===== src/design/keypad_four_function_calculator_top_defines.svh =====
// ---------------------------------------------------------------------------
// Assertion macros for the keypad calculator
// Shared by every module that checks its own logic. Each macro expects
// clk and rst_n in scope.
// ---------------------------------------------------------------------------
`ifndef KEYPAD_FOUR_FUNCTION_CALCULATOR_TOP_DEFINES_SVH
`define KEYPAD_FOUR_FUNCTION_CALCULATOR_TOP_DEFINES_SVH

// Same-cycle implication
`define KFC_ASSERT_NOW(label, ante, cons, msg) \
  label: assert property (@(posedge clk) disable iff (!rst_n) (ante) |-> (cons)) \
    else $error(msg);

// Next-cycle implication
`define KFC_ASSERT_NEXT(label, ante, cons, msg) \
  label: assert property (@(posedge clk) disable iff (!rst_n) (ante) |=> (cons)) \
    else $error(msg);

`endif


===== src/design/kfc_pkg.sv =====
// ---------------------------------------------------------------------------
// Keypad calculator package
// Key codes, field widths, status codes and controller/datapath structs.
// ---------------------------------------------------------------------------
package kfc_pkg;

  localparam int KEY_W     = 8;
  localparam int OUT_INT_W = 32;
  localparam int HUND_W    = 7;
  localparam int STATUS_W  = 2;

  localparam logic [KEY_W-1:0] KEY_EQ      = 8'h3D;  // '='
  localparam logic [KEY_W-1:0] KEY_CLR     = 8'h43;  // 'C'
  localparam logic [KEY_W-1:0] KEY_ADD     = 8'h2B;  // '+'
  localparam logic [KEY_W-1:0] KEY_SUB     = 8'h2D;  // '-'
  localparam logic [KEY_W-1:0] KEY_MUL     = 8'h2A;  // '*'
  localparam logic [KEY_W-1:0] KEY_DIV     = 8'h2F;  // '/'
  localparam logic [KEY_W-1:0] DIGIT_BELOW = 8'd47;
  localparam logic [KEY_W-1:0] DIGIT_ABOVE = 8'd58;
  localparam logic [KEY_W-1:0] KEY_ZERO    = 8'd48;

  localparam int HUND_SCALE = 100;
  localparam int DEC_BASE   = 10;

  typedef enum logic [STATUS_W-1:0] {
    ST_OK       = 2'd0,
    ST_DIVZERO  = 2'd1,
    ST_OVERFLOW = 2'd2
  } status_t;

  typedef enum logic [1:0] {
    KC_EQ,
    KC_DIGIT,
    KC_CLR,
    KC_OP
  } key_cls_t;

  typedef struct packed {
    logic accept;
    logic decode;
    logic mul_step;
    logic div_step;
    logic commit;
  } kfc_cmd_t;

  typedef struct packed {
    logic need_mul;
    logic need_div;
    logic iter_last;
    logic out_free;
  } kfc_stat_t;

  function automatic key_cls_t kfc_key_class(input logic [KEY_W-1:0] key);
    key_cls_t c;
    if (key == KEY_EQ) c = KC_EQ;
    else if (key > DIGIT_BELOW && key < DIGIT_ABOVE) c = KC_DIGIT;
    else if (key == KEY_CLR) c = KC_CLR;
    else c = KC_OP;
    return c;
  endfunction

endpackage


===== src/design/kfc_controller.sv =====
// ---------------------------------------------------------------------------
// Keypad calculator controller
// Sequences one key: accept, decode, optional multiply/divide, commit.
// ---------------------------------------------------------------------------
`include "keypad_four_function_calculator_top_defines.svh"

module kfc_controller import kfc_pkg::*; (
  input  logic      clk,
  input  logic      rst_n,
  input  logic      in_valid,
  output logic      in_ready,
  input  kfc_stat_t stat,
  output kfc_cmd_t  cmd
);

  typedef enum logic [4:0] {
    S_IDLE   = 5'b00001,
    S_DECODE = 5'b00010,
    S_MUL    = 5'b00100,
    S_DIV    = 5'b01000,
    S_COMMIT = 5'b10000
  } ctl_state_t;

  ctl_state_t state_r, state_nxt;

  always_comb begin
    state_nxt = state_r;
    cmd       = '0;
    in_ready  = 1'b0;
    unique case (state_r)
      S_IDLE: begin
        in_ready = 1'b1;
        if (in_valid) begin
          cmd.accept = 1'b1;
          state_nxt  = S_DECODE;
        end
      end
      S_DECODE: begin
        cmd.decode = 1'b1;
        priority if (stat.need_mul) state_nxt = S_MUL;
        else if (stat.need_div) state_nxt = S_DIV;
        else state_nxt = S_COMMIT;
      end
      S_MUL: begin
        cmd.mul_step = 1'b1;
        if (stat.iter_last) state_nxt = S_COMMIT;
      end
      S_DIV: begin
        cmd.div_step = 1'b1;
        if (stat.iter_last) state_nxt = S_COMMIT;
      end
      S_COMMIT: begin
        // hold the result until the output register can take it
        if (stat.out_free) begin
          cmd.commit = 1'b1;
          state_nxt  = S_IDLE;
        end
      end
      default: state_nxt = S_IDLE;
    endcase
  end

  always_ff @(posedge clk) begin
    if (!rst_n) state_r <= S_IDLE;
    else state_r <= state_nxt;
  end

  `KFC_ASSERT_NEXT(a_accept_decode, in_valid && in_ready, state_r == S_DECODE, "accept did not lead to decode")
  `KFC_ASSERT_NEXT(a_mul_entry, state_r == S_DECODE && stat.need_mul, state_r == S_MUL, "multiply not started")
  `KFC_ASSERT_NEXT(a_commit_hold, state_r == S_COMMIT && !stat.out_free, state_r == S_COMMIT, "result dropped while output busy")

endmodule


===== config.mk =====
export PLATFORM = sky130hd
export DESIGN_NAME = kfc_controller
export DESIGN_NICKNAME = d
export VERILOG_FILES = /design/src/design/kfc_pkg.sv /design/src/design/kfc_controller.sv
export VERILOG_INCLUDE_DIRS = /design/src /design/src/design
export SDC_FILE = /design/constraint.sdc
export NUM_CORES = 1
export LEC_CHECK = 0
export ABC_AREA = 1
export BUFFER_PORTS_ARGS = -buffer_cell sky130_fd_sc_hd__buf_2
export CAP_MARGIN = 20
export CORE_AREA = 2 2 39 41
export DETAILED_ROUTE_END_ITERATION = 7
export DIE_AREA = 0 0 41 43
export SETUP_SLACK_MARGIN = 0.4
export SYNTH_ARGS = -nofsm -noshare
export SYNTH_HDL_FRONTEND = slang
export SYNTH_SLANG_ARGS = --single-unit

===== constraint.sdc =====
create_clock -name clk -period 1.4 [get_ports clk]
set_input_delay 0 -clock clk [delete_from_list [all_inputs] [get_ports clk]]
set_output_delay 0 -clock clk [all_outputs]
set_load 0.05 [all_outputs]

==> flow_summary.ini, run 1 <==
[run_status]
status = finished with violations
violations = negative hold slack

[final_layout]
drive_above_1_share_pct = 56.98
nets = 94
layout_commonest_cell = inv_1
final_cell_mix = inv_1 (9), nor2_1 (8)
fillers = 138
top_register = state_r
reg.largest.list = state_r: 5 flops
antenna_cells = 0
largest_reg_flops = 5
areaGrowthSynthToFinish_pct = 84.48
fin_util_pct = 48.37

[routing]
drt_first_iter_violations = 4
drtAntennaViolNets = 0
routed_wl_um = 982
viasPerCell = 4.529
via_count = 462
drc = 0
avgRoutedWirePerCell_um = 9.627
firstDrtPassIters = 4

[yosys]
yosys.cell_types.count = 13
syn-num-nets = 72
synth_area_um2 = 362.8
synth_warnings = 0
synth-seq-area-share_pct = 27.59
syn_inst = 65
avgSynthCellArea_um2 = 5.582
synth_seq_cells = 5

[sta]
tns_ps = 0
fin_crit_sh_pct = 83.59
rsz0062_at_grt = yes
slew_viol_final = 0
holdWs_ps = -2.804
tightest_slew_ps = 277.5
skew_ps = 1.975
finalSetupViolCount = 0
fin_crit_ps = 1170
max_clock_freq_mhz = 854.5
slew-limit-headroom_pct = 81.36
hold_viol = 1

[worst_setup_path]
cp-start-kind = flop
cp_top_family = simple AND/OR/NAND/NOR gates
path_buf_inv = 1
crit_path_end_kind = flop
critical_path_class = reg -> reg
slowest_delay_ps = 360
rrSetupSlack_ps = 230
path_max_fanout = 4
worstPathCellList = nor2_4 -> nand2_4 -> a21oi_4 -> nand2_2 -> inv_2 -> nor2_2 -> nor2_1 -> nor2_1
worstPathRequired_ps = 1540
cp_slowest_cell = dfxtp_4
arrival_ps = 1310
cpMostUsedCell = nor2_1

[placed_design]
hpwl_um = 714.6
portBuffers = 12
gp_routability_congestion = 0.8656

[global_routing]
grt_max_degree = 6
track_usage_pct = 13.68
antenna_found_initial = 0
grt-ovfl-total = 0
grt_pass1_wl_um = 1518
grt_pass1_vias = 370

[clocking]
cts-root-buf = clkbuf_4
cts_sinks = 5
worstSkewPairLatency_ps = 250
cts_tree = built
cts_hold_buf = 0
numCtsBuffers = 3
htree_levels = 1
cts.path.max_buffers = 2
cts.reportedPaths.clkPinSlew_ps = 40

[run]
maxCapViolCount = 0

[floorplanning]
die_h_um = 43
die_area_um2 = 1763
fp-row-count = 14
die_w_um = 41
io_pins = 13
initial_core_util_pct = 26.22
core-area_um2 = 1384

[power]
leakagePower_uw = 0.0003265
irDropWorstVdd_v = 0.001060
p_per_area_nw_per_um2 = 2102

[hold_path]
min_path_type = in -> reg
-- worst min-delay path: stages --
cell and delay, ps:
buf_2 120, nand2_1 60, nor2_1 30
-- metrics by stage --
stage          hold slack [ps]  worst slack (ps)  instances  total power (uW)  instance area, um^2
5_1_grt                  37.57             138.0        102              1505                669.4
4_1_cts                  1.245             224.1        101              1314                634.4
2_1_floorplan            120.7             52.15         65             767.0                415.4
6_report                -2.804             229.7        102              1407                669.4
3_3_place_gp             269.6             149.9         93             880.3                495.5
3_5_place_dp             270.5             151.7         93             883.2                495.5
-- final cells by class --
class	count	area (um^2)	area share, %
multi-input combinational	44	305.3	45.61
timing repair buffer	17	146.4	21.87
sequential	5	111.4	16.64
inverter	16	60.06	8.972
clock buffer	4	26.28	3.925
tap	16	20.02	2.991
-- power by group --
part | internal, uW | leakage (uW) | switching, uW | total [uW]
sequential | 199 | 0.0000432 | 70.9 | 270
clock | 108 | 0.0000150 | 66.1 | 174
combinational | 385 | 0.000268 | 578 | 963
-- timing repair --
| action | CTS | global route |
|---|---|---|
| setup endpoints to repair | 11 | 11 |
| gates resized for setup | 27 | 11 |
| setup buffers | 4 | 1 |
| pin swaps | 5 | 4 |
| cloned | 0 | 0 |
-- synthesized netlist by cell type, drive strengths merged --
cell type | instances | share of area (%)
nor2 | 17 | 19
a21oi | 2 | 3.8
o21ai | 1 | 1.4
dfxtp | 5 | 28
nand2 | 12 | 14
nor4 | 1 | 1.7
nand3 | 7 | 9.7
inv | 16 | 17
nor3 | 1 | 1.4
nand4 | 3 | 5.2
-- worst paths after layout --
path | from | to | cells past startpoint
max | state_r[1] | state_r[2] | 8
min | rst_n | state_r[3] | 3
max reg2reg | state_r[1] | state_r[2] | 8
min reg2reg | state_r[3] | state_r[3] | 2
-- metal layers --
metal	track usage [%]	share of wire, %	vias up	routed length [um]
li1	-	-	242	-
met1	16.18	40	197	393
met2	18.44	48	18	474
met3	2.094	6.3	5	62
met4	15.33	5.3	0	52
met5	0	0	-	0
-- logic make-up after synthesis --
logic type             after synthesis  share of synthesized area, %
and+or+nand+nor                     41                         50.69
buffers and inverters               16                         16.55
DFF                                  5                         27.59
AOI/OAI and AO/OA                    3                         5.170
Note: power is estimated with default switching activity, not from simulation.
==> run 2: changes to the inputs <==
--- a/config.mk
+++ b/config.mk
@@ -6,7 +6,7 @@
 export SDC_FILE = /design/constraint.sdc
 export NUM_CORES = 1
 export LEC_CHECK = 0
-export ABC_AREA = 1
+export ABC_AREA = 0
 export BUFFER_PORTS_ARGS = -buffer_cell sky130_fd_sc_hd__buf_2
 export CAP_MARGIN = 20
 export CORE_AREA = 2 2 39 41
==> constraint.sdc (replaced) <==
create_clock -name clk -period 1.2 [get_ports clk]
set_input_delay 0 -clock clk [delete_from_list [all_inputs] [get_ports clk]]
set_output_delay 0 -clock clk [all_outputs]
set_load 0.05 [all_outputs]
==> run 2 against run 1 <==
The run ends with negative setup slack left. Critical path depth fell by 4. Sequential share of layout area down 0.57 points. Clock skew is 0.54 ps higher. Via count shrank 21%. Final cell count down 21%. First-iteration DRC count decreased by 75%. Critical endpoint is now state_r[4].
==> flow_summary.ini, run 2 <==
[floorplanning]
core-area_um2 = 1384
io_pins = 13
die_area_um2 = 1763
initial_core_util_pct = 21.61
die_w_um = 41
die_h_um = 43
fp-row-count = 14

[power]
p_clk_share_pct = 13.0
power_frac_seq_pct = 16.0
p_comb_share_pct = 71.0
internal_power_uw = 907.1
power.switching_uw = 581.0
p_per_area_nw_per_um2 = 2248
power.total_uw = 1488
swShare_pct = 39.04
leakagePower_uw = 0.0002764
irDropWorstVdd_v = 0.0009225

[clocking]
cts.path.max_buffers = 2
numCtsBuffers = 3
worstSkewPairLatency_ps = 240
cts.reportedPaths.clkPinSlew_ps = 40
cts-root-buf = clkbuf_4
htree_levels = 1
cts_sinks = 5
cts_tree = built

[global_routing]
grt_pass1_vias = 380
grt-ovfl-total = 0
grt_max_degree = 8
track_usage_pct = 11.84
grt_pass1_wl_um = 1407
antenna_found_initial = 0

[yosys]
yosys.cell_types.count = 20
avgSynthCellArea_um2 = 8.795
synth_warnings = 0
synth-seq-area-share_pct = 33.47
synth_top_area_share_pct = 33.47
synth_common_cells = dfxtp_1 (5), nand2_1 (4), nor2_1 (4)
synth_seq_cells = 5
synth-edff-count = 0
synth_area_um2 = 299.0
synth_ff_type = dfxtp_1
synthArstFlopShare_pct = 0
yosysMostFrequentCell = dfxtp_1
syn_inst = 34
yosys-top-cells-area = dfxtp_1 (33%), o221a_4 (6.7%), and3_2 (5.0%)
yosys.area.top_type = dfxtp_1
syn-num-nets = 41

[worst_setup_path]
critical_path_class = reg -> reg
path_max_fanout = 4
worstPathRequired_ps = 1330
arrival_ps = 1840
cp-start-kind = flop
crit_path_end_kind = flop

[final_layout]
drive_above_1_share_pct = 70.77
fin_util_pct = 47.83
nets = 73
fin_cells = 81
fillers = 129
final_cell_mix = buf_4 (9), buf_6 (7), buf_2 (6)
antenna_cells = 0
areaGrowthSynthToFinish_pct = 121.3
largest_reg_flops = 5
top_register = state_r
reg.largest.list = state_r: 5 flops
layout_commonest_cell = buf_4

[sta]
tightest_slew_ps = 260.6
fin_crit_sh_pct = 142.6
max_clock_freq_mhz = 584.5
slew_viol_final = 0
slew-limit-headroom_pct = 82.38
rsz0062_at_grt = yes
tns_ps = -3416
hold_viol = 0
fin_crit_ps = 1711
finalSetupViolCount = 11
skew_ps = 2.518
layout_setup_ws_ps = -511.0

[routing]
viasPerCell = 4.531
avgRoutedWirePerCell_um = 10.40
drt_first_iter_violations = 1
routed_wl_um = 842
drtAntennaViolNets = 0
firstDrtPassIters = 2
drc = 0
via_count = 367

[placed_design]
portBuffers = 12
gp_routability_congestion = 0.7621
hpwl_um = 583.3
dp_cells = 70
dpl_worst_slack_ps = -495.0

[run_status]
status = finished with violations
violations = negative setup slack

[run]
maxCapViolCount = 0

[hold_path]
min_path_type = in -> reg
==> run 2: cells by family after synthesis <==
kind of cell / after synthesis / share of synthesized area (%)
and+or+nand+nor: 20 / 41.00
DFF: 5 / 33.47
buffers and inverters: 2 / 2.511
AOI/OAI and AO/OA: 6 / 20.08
xor gates and xnor gates: 1 / 2.929
==> run 2: final timing paths <==
kind | start | to | slack (ps) | cells after the start
worst min-delay path | stat[3] | state_r[2] | 50 | 3
worst max-delay path | state_r[3] | state_r[4] | -510 | 4
worst max register to register | state_r[3] | state_r[4] | -510 | 4
worst min register to register | state_r[2] | state_r[2] | 540 | 2
==> run 2: final cells by class <==
type | count | area [um^2] | area share, %
Multi-Input combinational cell | 27 | 251.5 | 38.00
Tap cell | 16 | 20.02 | 3.025
Sequential cell | 5 | 106.4 | 16.07
Timing Repair Buffer | 27 | 246.5 | 37.24
Inverter | 2 | 11.26 | 1.701
Clock buffer | 4 | 26.28 | 3.970
==> run 2: what timing repair did <==
action	4_1_cts	5_1_grt
buffers inserted	4	2
setup endpoints to repair	11	11
hold buffers	1	0
gates resized for setup	24	4
pin swaps	5	3
endpoints found under the hold margin	1	0
==> run 2: routing by layer <==
layer	global-route usage (%)	share of wire [%]
met5	0	0
met4	6.000	0
met3	1.571	3.7
met2	19.38	59
met1	14.10	37
==> run 2: through the flow <==
stage	instance area, um^2	hold slack [ps]
3_3_place_gp	480.5	259.0
5_1_grt	661.9	66.93
6_report	661.9	45.98
3_5_place_dp	480.5	264.5
2_1_floorplan	340.3	91.27
4_1_cts	631.9	28.83
==> run 2: worst max-delay path, stage by stage, from the launching register on <==
cell and delay (ps):
dfxtp_2 310, or3_4 380, or3b_4 390, o221a_4 290
o221a_1 230
==> run 2: power groups by stage <==
stage	Sequential, uW	Combinational [uW]	Clock [uW]
after floorplan	269	483	0
after global placement	243	711	0
after detailed placement	242	711	0
after CTS	239	994	202
after global routing	245	1110	206
final	238	1060	193
