`src/design/keypad_four_function_calculator_top_defines.svh`:
```
// ---------------------------------------------------------------------------
// Assertion macros for the keypad calculator
// Shared by every module that checks its own logic. Each macro expects
// clk and rst_n in scope.
// ---------------------------------------------------------------------------
`ifndef KEYPAD_FOUR_FUNCTION_CALCULATOR_TOP_DEFINES_SVH
`define KEYPAD_FOUR_FUNCTION_CALCULATOR_TOP_DEFINES_SVH

// Same-cycle implication
`define KFC_ASSERT_NOW(label, ante, cons, msg) \
  label: assert property (@(posedge clk) disable iff (!rst_n) (ante) |-> (cons)) \
    else $error(msg);

// Next-cycle implication
`define KFC_ASSERT_NEXT(label, ante, cons, msg) \
  label: assert property (@(posedge clk) disable iff (!rst_n) (ante) |=> (cons)) \
    else $error(msg);

`endif

```
`src/design/kfc_pkg.sv`:
```
// ---------------------------------------------------------------------------
// Keypad calculator package
// Key codes, field widths, status codes and controller/datapath structs.
// ---------------------------------------------------------------------------
package kfc_pkg;

  localparam int KEY_W     = 8;
  localparam int OUT_INT_W = 32;
  localparam int HUND_W    = 7;
  localparam int STATUS_W  = 2;

  localparam logic [KEY_W-1:0] KEY_EQ      = 8'h3D;  // '='
  localparam logic [KEY_W-1:0] KEY_CLR     = 8'h43;  // 'C'
  localparam logic [KEY_W-1:0] KEY_ADD     = 8'h2B;  // '+'
  localparam logic [KEY_W-1:0] KEY_SUB     = 8'h2D;  // '-'
  localparam logic [KEY_W-1:0] KEY_MUL     = 8'h2A;  // '*'
  localparam logic [KEY_W-1:0] KEY_DIV     = 8'h2F;  // '/'
  localparam logic [KEY_W-1:0] DIGIT_BELOW = 8'd47;
  localparam logic [KEY_W-1:0] DIGIT_ABOVE = 8'd58;
  localparam logic [KEY_W-1:0] KEY_ZERO    = 8'd48;

  localparam int HUND_SCALE = 100;
  localparam int DEC_BASE   = 10;

  typedef enum logic [STATUS_W-1:0] {
    ST_OK       = 2'd0,
    ST_DIVZERO  = 2'd1,
    ST_OVERFLOW = 2'd2
  } status_t;

  typedef enum logic [1:0] {
    KC_EQ,
    KC_DIGIT,
    KC_CLR,
    KC_OP
  } key_cls_t;

  typedef struct packed {
    logic accept;
    logic decode;
    logic mul_step;
    logic div_step;
    logic commit;
  } kfc_cmd_t;

  typedef struct packed {
    logic need_mul;
    logic need_div;
    logic iter_last;
    logic out_free;
  } kfc_stat_t;

  function automatic key_cls_t kfc_key_class(input logic [KEY_W-1:0] key);
    key_cls_t c;
    if (key == KEY_EQ) c = KC_EQ;
    else if (key > DIGIT_BELOW && key < DIGIT_ABOVE) c = KC_DIGIT;
    else if (key == KEY_CLR) c = KC_CLR;
    else c = KC_OP;
    return c;
  endfunction

endpackage

```
`src/design/kfc_datapath.sv`:
```
// ---------------------------------------------------------------------------
// Keypad calculator datapath
// Operand state, sign-magnitude add/sub and digit entry, bit-serial
// multiplier, restoring divider and the output register.
// ---------------------------------------------------------------------------
`include "keypad_four_function_calculator_top_defines.svh"

module kfc_datapath import kfc_pkg::*; #(
  parameter int FRACTION_BITS = 16,
  parameter int INTEGER_BITS  = 32
) (
  input  logic                 clk,
  input  logic                 rst_n,
  input  kfc_cmd_t             cmd,
  output kfc_stat_t            stat,
  input  logic [KEY_W-1:0]     key_code,
  input  logic                 out_ready,
  output logic                 out_valid,
  output logic [KEY_W-1:0]     echo_char,
  output logic                 clear_before,
  output logic                 clear_after,
  output logic                 result_valid,
  output logic                 result_negative,
  output logic [OUT_INT_W-1:0] result_integer,
  output logic [HUND_W-1:0]    result_hundredths,
  output logic [STATUS_W-1:0]  status
);

  localparam int TB = INTEGER_BITS + FRACTION_BITS;
  localparam int NW = TB + FRACTION_BITS;
  localparam int CW = $clog2(NW + 1);
  localparam int DW = TB + 4;
  localparam int HW = FRACTION_BITS + HUND_W;
  localparam logic [TB-1:0] MAXV = '1;

  // operand state
  logic [KEY_W-1:0] key_r;
  logic [TB-1:0]    first_mag_r, second_mag_r;
  logic             first_neg_r;
  logic [KEY_W-1:0] pend_r;
  logic             entering_r, disp_r;
  status_t          sticky_r;

  // working result
  logic [TB-1:0] res_mag_r;
  logic          res_neg_r, res_ovf_r, res_dz_r;

  // iterative units
  logic [TB-1:0] mul_hi_r, mul_lo_r;
  logic [TB-1:0] div_rem_r;
  logic [NW-1:0] div_quo_r;
  logic [CW-1:0] cnt_r;

  // output register
  logic                 out_valid_r;
  logic [KEY_W-1:0]     out_echo_r;
  logic                 out_cb_r, out_ca_r, out_rv_r, out_neg_r;
  logic [OUT_INT_W-1:0] out_int_r;
  logic [HUND_W-1:0]    out_hund_r;
  status_t              out_status_r;

  key_cls_t      cls;
  logic          apply, is_div, dz;
  logic [3:0]    dig;
  logic [DW-1:0] dsum;
  logic [TB-1:0] base;
  logic [TB:0]   sum;
  logic          b_neg;
  logic [TB-1:0] smp_mag;
  logic          smp_neg, smp_ovf, smp_dz;

  logic [TB:0]     msum;
  logic [TB-1:0]   mul_hi_nxt, mul_lo_nxt;
  logic [2*TB-1:0] prod;
  logic            mul_ovf;

  logic [TB:0]   trial;
  logic          ge;
  logic [TB-1:0] div_rem_nxt;
  logic [NW-1:0] div_quo_nxt;
  logic          div_ovf;

  status_t       sticky_new;
  logic [HW-1:0] hprod;

  always_comb begin
    cls    = kfc_key_class(key_r);
    apply  = (cls == KC_EQ) || (cls == KC_OP);
    is_div = apply && (pend_r == KEY_DIV);
    dz     = is_div && (second_mag_r == '0);
    stat.need_mul  = apply && (pend_r == KEY_MUL);
    stat.need_div  = is_div && !dz;
    stat.iter_last = (cnt_r == CW'(1));
    stat.out_free  = !out_valid_r || out_ready;

    // digit entry: the operand being entered is never negative
    dig  = 4'(key_r - KEY_ZERO);
    base = entering_r ? second_mag_r : first_mag_r;
    dsum = DW'(base) * DW'(DEC_BASE) + (DW'(dig) << FRACTION_BITS);

    // second operand is non-negative, so its sign comes from the operator
    b_neg = (pend_r == KEY_SUB);
    sum   = {1'b0, first_mag_r} + {1'b0, second_mag_r};

    smp_mag = first_mag_r;
    smp_neg = first_neg_r;
    smp_ovf = 1'b0;
    smp_dz  = 1'b0;
    priority if (cls == KC_DIGIT) begin
      smp_neg = 1'b0;
      if (dsum > DW'(MAXV)) begin
        smp_mag = MAXV;
        smp_ovf = 1'b1;
      end else begin
        smp_mag = dsum[TB-1:0];
      end
    end else if (apply && (pend_r == KEY_ADD || pend_r == KEY_SUB)) begin
      priority if (first_neg_r == b_neg) begin
        if (sum[TB]) begin
          smp_mag = MAXV;
          smp_ovf = 1'b1;
        end else begin
          smp_mag = sum[TB-1:0];
        end
      end else if (first_mag_r >= second_mag_r) begin
        smp_mag = first_mag_r - second_mag_r;
      end else begin
        smp_mag = second_mag_r - first_mag_r;
        smp_neg = b_neg;
      end
    end else if (dz) begin
      smp_mag = '0;
      smp_dz  = 1'b1;
    end else begin
      smp_mag = first_mag_r;
    end
    smp_neg = smp_neg && (smp_mag != '0);

    // shift-add multiplier, one multiplier bit per step
    msum       = {1'b0, mul_hi_r} + (mul_lo_r[0] ? {1'b0, first_mag_r} : '0);
    mul_hi_nxt = msum[TB:1];
    mul_lo_nxt = {msum[0], mul_lo_r[TB-1:1]};
    prod       = {mul_hi_nxt, mul_lo_nxt};
    mul_ovf    = |prod[2*TB-1:TB+FRACTION_BITS];

    // restoring divider, one quotient bit per step
    trial       = {div_rem_r, div_quo_r[NW-1]};
    ge          = trial >= {1'b0, second_mag_r};
    div_rem_nxt = ge ? TB'(trial - {1'b0, second_mag_r}) : trial[TB-1:0];
    div_quo_nxt = {div_quo_r[NW-2:0], ge};
    div_ovf     = |div_quo_nxt[NW-1:TB];

    // first error since the last clear wins
    priority if (sticky_r != ST_OK) sticky_new = sticky_r;
    else if (res_dz_r) sticky_new = ST_DIVZERO;
    else if (res_ovf_r) sticky_new = ST_OVERFLOW;
    else sticky_new = ST_OK;

    hprod = HW'(res_mag_r[FRACTION_BITS-1:0]) * HW'(HUND_SCALE);
  end

  always_ff @(posedge clk) begin
    if (cmd.accept) key_r <= key_code;

    if (cmd.decode) begin
      res_mag_r <= smp_mag;
      res_neg_r <= smp_neg;
      res_ovf_r <= smp_ovf;
      res_dz_r  <= smp_dz;
      mul_hi_r  <= '0;
      mul_lo_r  <= second_mag_r;
      div_rem_r <= '0;
      div_quo_r <= {first_mag_r, {FRACTION_BITS{1'b0}}};
      cnt_r     <= stat.need_mul ? CW'(TB) : CW'(NW);
    end else if (cmd.mul_step) begin
      mul_hi_r <= mul_hi_nxt;
      mul_lo_r <= mul_lo_nxt;
      cnt_r    <= cnt_r - CW'(1);
      if (stat.iter_last) begin
        res_mag_r <= mul_ovf ? MAXV : prod[TB+FRACTION_BITS-1:FRACTION_BITS];
        res_neg_r <= first_neg_r && (mul_ovf || prod[TB+FRACTION_BITS-1:FRACTION_BITS] != '0);
        res_ovf_r <= mul_ovf;
      end
    end else if (cmd.div_step) begin
      div_rem_r <= div_rem_nxt;
      div_quo_r <= div_quo_nxt;
      cnt_r     <= cnt_r - CW'(1);
      if (stat.iter_last) begin
        res_mag_r <= div_ovf ? MAXV : div_quo_nxt[TB-1:0];
        res_neg_r <= first_neg_r && (div_ovf || div_quo_nxt[TB-1:0] != '0);
        res_ovf_r <= div_ovf;
      end
    end

    if (cmd.commit) begin
      out_echo_r   <= key_r;
      out_cb_r     <= !disp_r;
      out_ca_r     <= (cls == KC_CLR);
      out_rv_r     <= (cls == KC_EQ);
      out_neg_r    <= (cls == KC_EQ) && res_neg_r;
      out_int_r    <= (cls == KC_EQ) ? OUT_INT_W'(res_mag_r[TB-1:FRACTION_BITS]) : '0;
      out_hund_r   <= (cls == KC_EQ) ? hprod[HW-1:FRACTION_BITS] : '0;
      out_status_r <= sticky_new;
    end
  end

  always_ff @(posedge clk) begin
    if (!rst_n) begin
      first_mag_r  <= '0;
      first_neg_r  <= 1'b0;
      second_mag_r <= '0;
      pend_r       <= '0;
      entering_r   <= 1'b0;
      disp_r       <= 1'b0;
      sticky_r     <= ST_OK;
      out_valid_r  <= 1'b0;
    end else begin
      if (cmd.commit) out_valid_r <= 1'b1;
      else if (out_ready) out_valid_r <= 1'b0;

      if (cmd.commit) begin
        unique case (cls)
          KC_EQ, KC_CLR: begin
            first_mag_r  <= '0;
            first_neg_r  <= 1'b0;
            second_mag_r <= '0;
            pend_r       <= '0;
            entering_r   <= 1'b0;
            disp_r       <= 1'b0;
            sticky_r     <= ST_OK;
          end
          KC_DIGIT: begin
            if (entering_r) second_mag_r <= res_mag_r;
            else begin
              first_mag_r <= res_mag_r;
              first_neg_r <= res_neg_r;
            end
            disp_r   <= 1'b1;
            sticky_r <= sticky_new;
          end
          KC_OP: begin
            first_mag_r  <= res_mag_r;
            first_neg_r  <= res_neg_r;
            second_mag_r <= '0;
            pend_r       <= key_r;
            entering_r   <= 1'b1;
            disp_r       <= 1'b1;
            sticky_r     <= sticky_new;
          end
          default: disp_r <= 1'b1;
        endcase
      end
    end
  end

  assign out_valid         = out_valid_r;
  assign echo_char         = out_echo_r;
  assign clear_before      = out_cb_r;
  assign clear_after       = out_ca_r;
  assign result_valid      = out_rv_r;
  assign result_negative   = out_neg_r;
  assign result_integer    = out_int_r;
  assign result_hundredths = out_hund_r;
  assign status            = out_status_r;

  `KFC_ASSERT_NOW(a_no_neg_zero, 1'b1, !(first_neg_r && first_mag_r == '0), "negative zero held")
  `KFC_ASSERT_NEXT(a_commit_out, cmd.commit, out_valid_r, "committed transaction not presented")
  `KFC_ASSERT_NEXT(a_clear_state, cmd.commit && (cls == KC_EQ || cls == KC_CLR), sticky_r == ST_OK && !disp_r && !entering_r, "state not cleared")
  `KFC_ASSERT_NOW(a_hund_range, out_valid_r, out_hund_r < HUND_W'(HUND_SCALE), "hundredths out of range")

endmodule
```
`config.mk`:
```
export PLATFORM = sky130hd
export DESIGN_NAME = kfc_datapath
export DESIGN_NICKNAME = d
export VERILOG_FILES = /design/src/design/kfc_pkg.sv /design/src/design/kfc_datapath.sv
export VERILOG_INCLUDE_DIRS = /design/src /design/src/design
export SDC_FILE = /design/constraint.sdc
export NUM_CORES = 2
export LEC_CHECK = 0
export BUFFER_PORTS_ARGS = -buffer_cell sky130_fd_sc_hd__buf_2
export CELL_PAD_IN_SITES_DETAIL_PLACEMENT = 0
export CELL_PAD_IN_SITES_GLOBAL_PLACEMENT = 1
export CORE_MARGIN = 1.5
export CORE_UTILIZATION = 49
export CTS_CLUSTER_SIZE = 40
export DETAILED_ROUTE_END_ITERATION = 16
export PLACE_DENSITY = 0.85
export SETUP_SLACK_MARGIN = 0.2
export SLEW_MARGIN = 20
export SYNTH_ARGS = -nofsm -noshare
export SYNTH_HDL_FRONTEND = slang
export SYNTH_SLANG_ARGS = --single-unit
```
`constraint.sdc`:
```
create_clock -name clk -period 8.2 [get_ports clk]
set_input_delay 0.41 -clock clk [delete_from_list [all_inputs] [get_ports clk]]
set_output_delay 0.41 -clock clk [all_outputs]
set_load 0.005 [all_outputs]
```
==> flow_summary_export.csv <==
group,metric,value,unit
run_status,status,"complete, no violations",
clock_tree,clkSinkCount,437,
route,ant_nets,0,
grt,grt_max_degree,112,
clock_tree,clk_path_buf_depth,3,
yosys,synth-async-reset-ratio,0,
place,port-buffer-count,73,
die,rows,102,
grt,grt_pass1_vias,36240,
grt,grt_pass1_wl,247.7,mm
worst_setup_path,worst_r2r_startpoint,"first_mag_r[7]$_SDFFE_PN0P_",
clock_tree,path_clk_slew,0.07,ns
yosys,avgSynthCellArea,7.993,µm²
route,wirelength,172.5,mm
route,num_vias,39340,
power,power.leakage,18.02,nW
die,initial_core_util,0.4960,
final_layout,post-route-util,0.5447,
die,coreArea,0.07759,mm²
route,via_per_inst,6.640,
grt,antenna_found_initial,13,
yosys,syn_area,0.03848,mm²
worst_setup_path,r2r-end,"res_neg_r$_DFFE_PP_",
worst_setup_path,criticalPathCategory,"register to register",
timing,tns,0,ns
run,maxCapViolations,0,
grt,grt.overflow.total,0,
power,peakVddDrop,0.1695,mV
final_layout,layout-drive-gt1-share,0.08817,
yosys,yosysWarnings,0,
final_layout,final_cell_mix,"515 x nand2_1, 449 x a21oi_1, 389 x ha_1, 361 x nor2_1, 334 x o21ai_0",
worst_setup_path,start_kind,"register",
worst_setup_path,critPathCaptureType,"register",
timing,min_period_over_period,0.9684,
clock_tree,htreeDepth,2,
worst_setup_path,cp_max_fo,13,
timing,post-route-min-period,7.940,ns
worst_setup_path,cp.required,8.60,ns
hold_path,hold_depth,3,
timing,max_slew_margin,0.1263,
die,die_h,283.3,µm
place,gp_congestion,1.108,
power,p_total,7.816,mW
final_layout,nets,5256,
worst_setup_path,rrSetupSlack,0.26,ns
hold_path,min_from,"out_ready",
route,avgRoutedWirePerCell,29.12,µm
final_layout,syn_to_final_growth,9.835,%
die,die_area,0.08023,mm²
clock_tree,tritoncts.num_buffers,54,
yosys,ys.flop_type,"dfxtp_1",
timing,maxSlewViolCount,0,
yosys,syn_nets,5240,
clock_tree,worstSkewPairLatency,0.64,ns
yosys,synth-seq-cells,437,
die,pin_count,74,
clock_tree,clockRootBuffer,"clkbuf_16",
timing,rsz0062_at_grt,"no",
route,drtPass1Iterations,7,
timing,finalClockSkew,0.01644,ns
timing,worst_pin_slew,1.297,ns
yosys,synth-seq-area-share,0.2832,
yosys,syn-instance-count,4815,
place,hpwl,134.0,mm
worst_setup_path,rr_worst_depth,25,
timing,hold_viol,0,
route,remaining_drc_errors,0,
timing,setup_viol,0,
yosys,synth_edf_count,215,
die,die_w,283.3,µm
hold_path,hold_class,"input pin to register",
hold_path,holdPathEnd,"out_valid$_SDFFE_PN0P_",
final_layout,final_common_cell,"nand2_1",
route,drt_iter0_markers,5124,
power,power.density,184.9,mW/mm²
grt,grt.total_usage,0.4142,
clock_tree,cts_tree,"done",
timing,fmax,0.1259,GHz
yosys,ys_types,100,
final_layout,num-fill-cells,7517,
worst_setup_path,crit_arrival,8.34,ns
synthesized netlist by cell type, drive strengths merged (29+ instances only):
master,instances,area share
or3,30,0.0049
o22ai,52,0.0085
xnor2,127,0.029
nor4,66,0.011
and2,100,0.016
mux2,55,0.016
a21boi,124,0.024
mux2i,43,0.011
nand2,517,0.050
a21o,118,0.023
and3,39,0.0063
nor2,366,0.036
o21a,29,0.0057
o21bai,55,0.011
a211oi,69,0.014
o21ai,346,0.045
nand2b,32,0.0052
o211ai,48,0.0094
nor2b,41,0.0067
clkbuf,213,0.021
ha,392,0.13
nand4,61,0.010
buf,45,0.0051
a31oi,34,0.0059
xor2,69,0.016
dfxtp,222,0.12
inv,255,0.025
a21oi,455,0.059
edfxtp,215,0.17
nand3,173,0.022
nor3,104,0.014
layer usage:
layer	global-route usage	wire length [µm]	vias to the layer above
li1	-	-	17610
met1	0.5689	69970	18860
met2	0.6183	72460	2423
met3	0.1146	22300	438
met4	0.1512	7726	8
met5	0	90	-
worst max-delay path by stage:
stage	startpoint	to	slack, ns	cells past startpoint
after floorplan	entering_r$_SDFFE_PN0P_	res_neg_r$_DFFE_PP_	1.72	30
after global placement	first_mag_r[9]$_SDFFE_PN0P_	res_mag_r[32]$_DFFE_PP_	0.17	24
after detailed placement	first_mag_r[7]$_SDFFE_PN0P_	res_mag_r[32]$_DFFE_PP_	0.12	24
after CTS	first_mag_r[7]$_SDFFE_PN0P_	res_mag_r[32]$_DFFE_PP_	0.33	24
after global routing	first_mag_r[7]$_SDFFE_PN0P_	res_neg_r$_DFFE_PP_	0.20	25
final	first_mag_r[7]$_SDFFE_PN0P_	res_neg_r$_DFFE_PP_	0.26	25
area by class of cell:
type / count / area [µm²] / share of cell area
Multi-Input combinational cell: 3864 / 25760 / 0.6095
Clock inverter: 27 / 289.0 / 0.006838
Inverter: 256 / 960.9 / 0.02273
Timing Repair Buffer: 218 / 1495 / 0.03537
Clock buffer: 75 / 1533 / 0.03626
Sequential cell: 437 / 10910 / 0.2580
Tap cell: 1040 / 1301 / 0.03078
Antenna cell: 8 / 20.02 / 0.0004736
worst max-delay path, stage by stage, from the launching register on:
cell and delay (ns):
dfxtp_1 0.50, inv_1 0.10, o21ai_0 0.65, ha_1 0.37, ha_1 0.39, a2111oi_2 0.57, o21ai_1 0.42, a21boi_1 0.39
o21bai_1 0.20, xor2_1 0.22, inv_1 0.09, fa_1 0.44, nor2b_1 0.14, o21ai_0 0.08, nand2b_1 0.14, nand2_1 0.15
nor3_2 0.53, and4_1 0.32, nand4_1 0.11, a211oi_1 0.33, o21ai_2 0.28, and2_1 0.43, a211oi_2 0.25, and4bb_1 0.22
nand3_1 0.07, a211o_1 0.28
cell families (layout without fill, tap and decap cells):
| group | count (synthesis) | after routing | synth area share |
|---|---|---|---|
| simple gates | 1609 | 1609 | 0.2001 |
| compound gates | 1552 | 1552 | 0.2570 |
| buf+inv | 514 | 576 | 0.05085 |
| flops | 437 | 437 | 0.2832 |
| fa+ha+maj | 409 | 409 | 0.1363 |
| xor+xnor | 196 | 196 | 0.04529 |
| mux | 98 | 98 | 0.02728 |
| other cells | 0 | 8 | 0 |
power by group:
group          switching [mW]  internal [mW]
registers               0.205           2.45
logic                    1.71          0.934
clock network            1.07           1.44
total                    2.99           4.83
what timing repair did:
| item | 4_1_cts | 5_1_grt |
|---|---|---|
| hold buffers | 8 | 0 |
| setup buffers | 0 | 0 |
| gates cloned | 0 | 0 |
| resized for setup | 1 | 4 |
| endpoints found under the hold margin | 8 | 0 |
| setup endpoints to repair | 16 | 29 |
stage by stage:
step / hold slack, ns / setup WS (ns) / area (µm²) / instances
finish: 0.07325 / 0.2595 / 42270 / 5925
global placement: 0.4356 / 0.1699 / 40330 / 5807
global route: 0.1043 / 0.1995 / 42250 / 5917
floorplan: 0.4269 / 1.717 / 38480 / 4815
CTS: 0.06166 / 0.3279 / 42240 / 5917
detailed placement: 0.4356 / 0.1215 / 40330 / 5807
state kept, by name, indices dropped and copies added, names as in the netlist, 2 cells and up:
signal	count
result_integer	32
second_mag_r	48
pend_r	8
key_r	8
result_hundredths	7
div_quo_r	64
mul_hi_r	48
cnt_r	7
echo_char	8
status	2
mul_lo_r	48
div_rem_r	48
sticky_r	2
res_mag_r	48
first_mag_r	48
(Power assumes the default switching activity.)
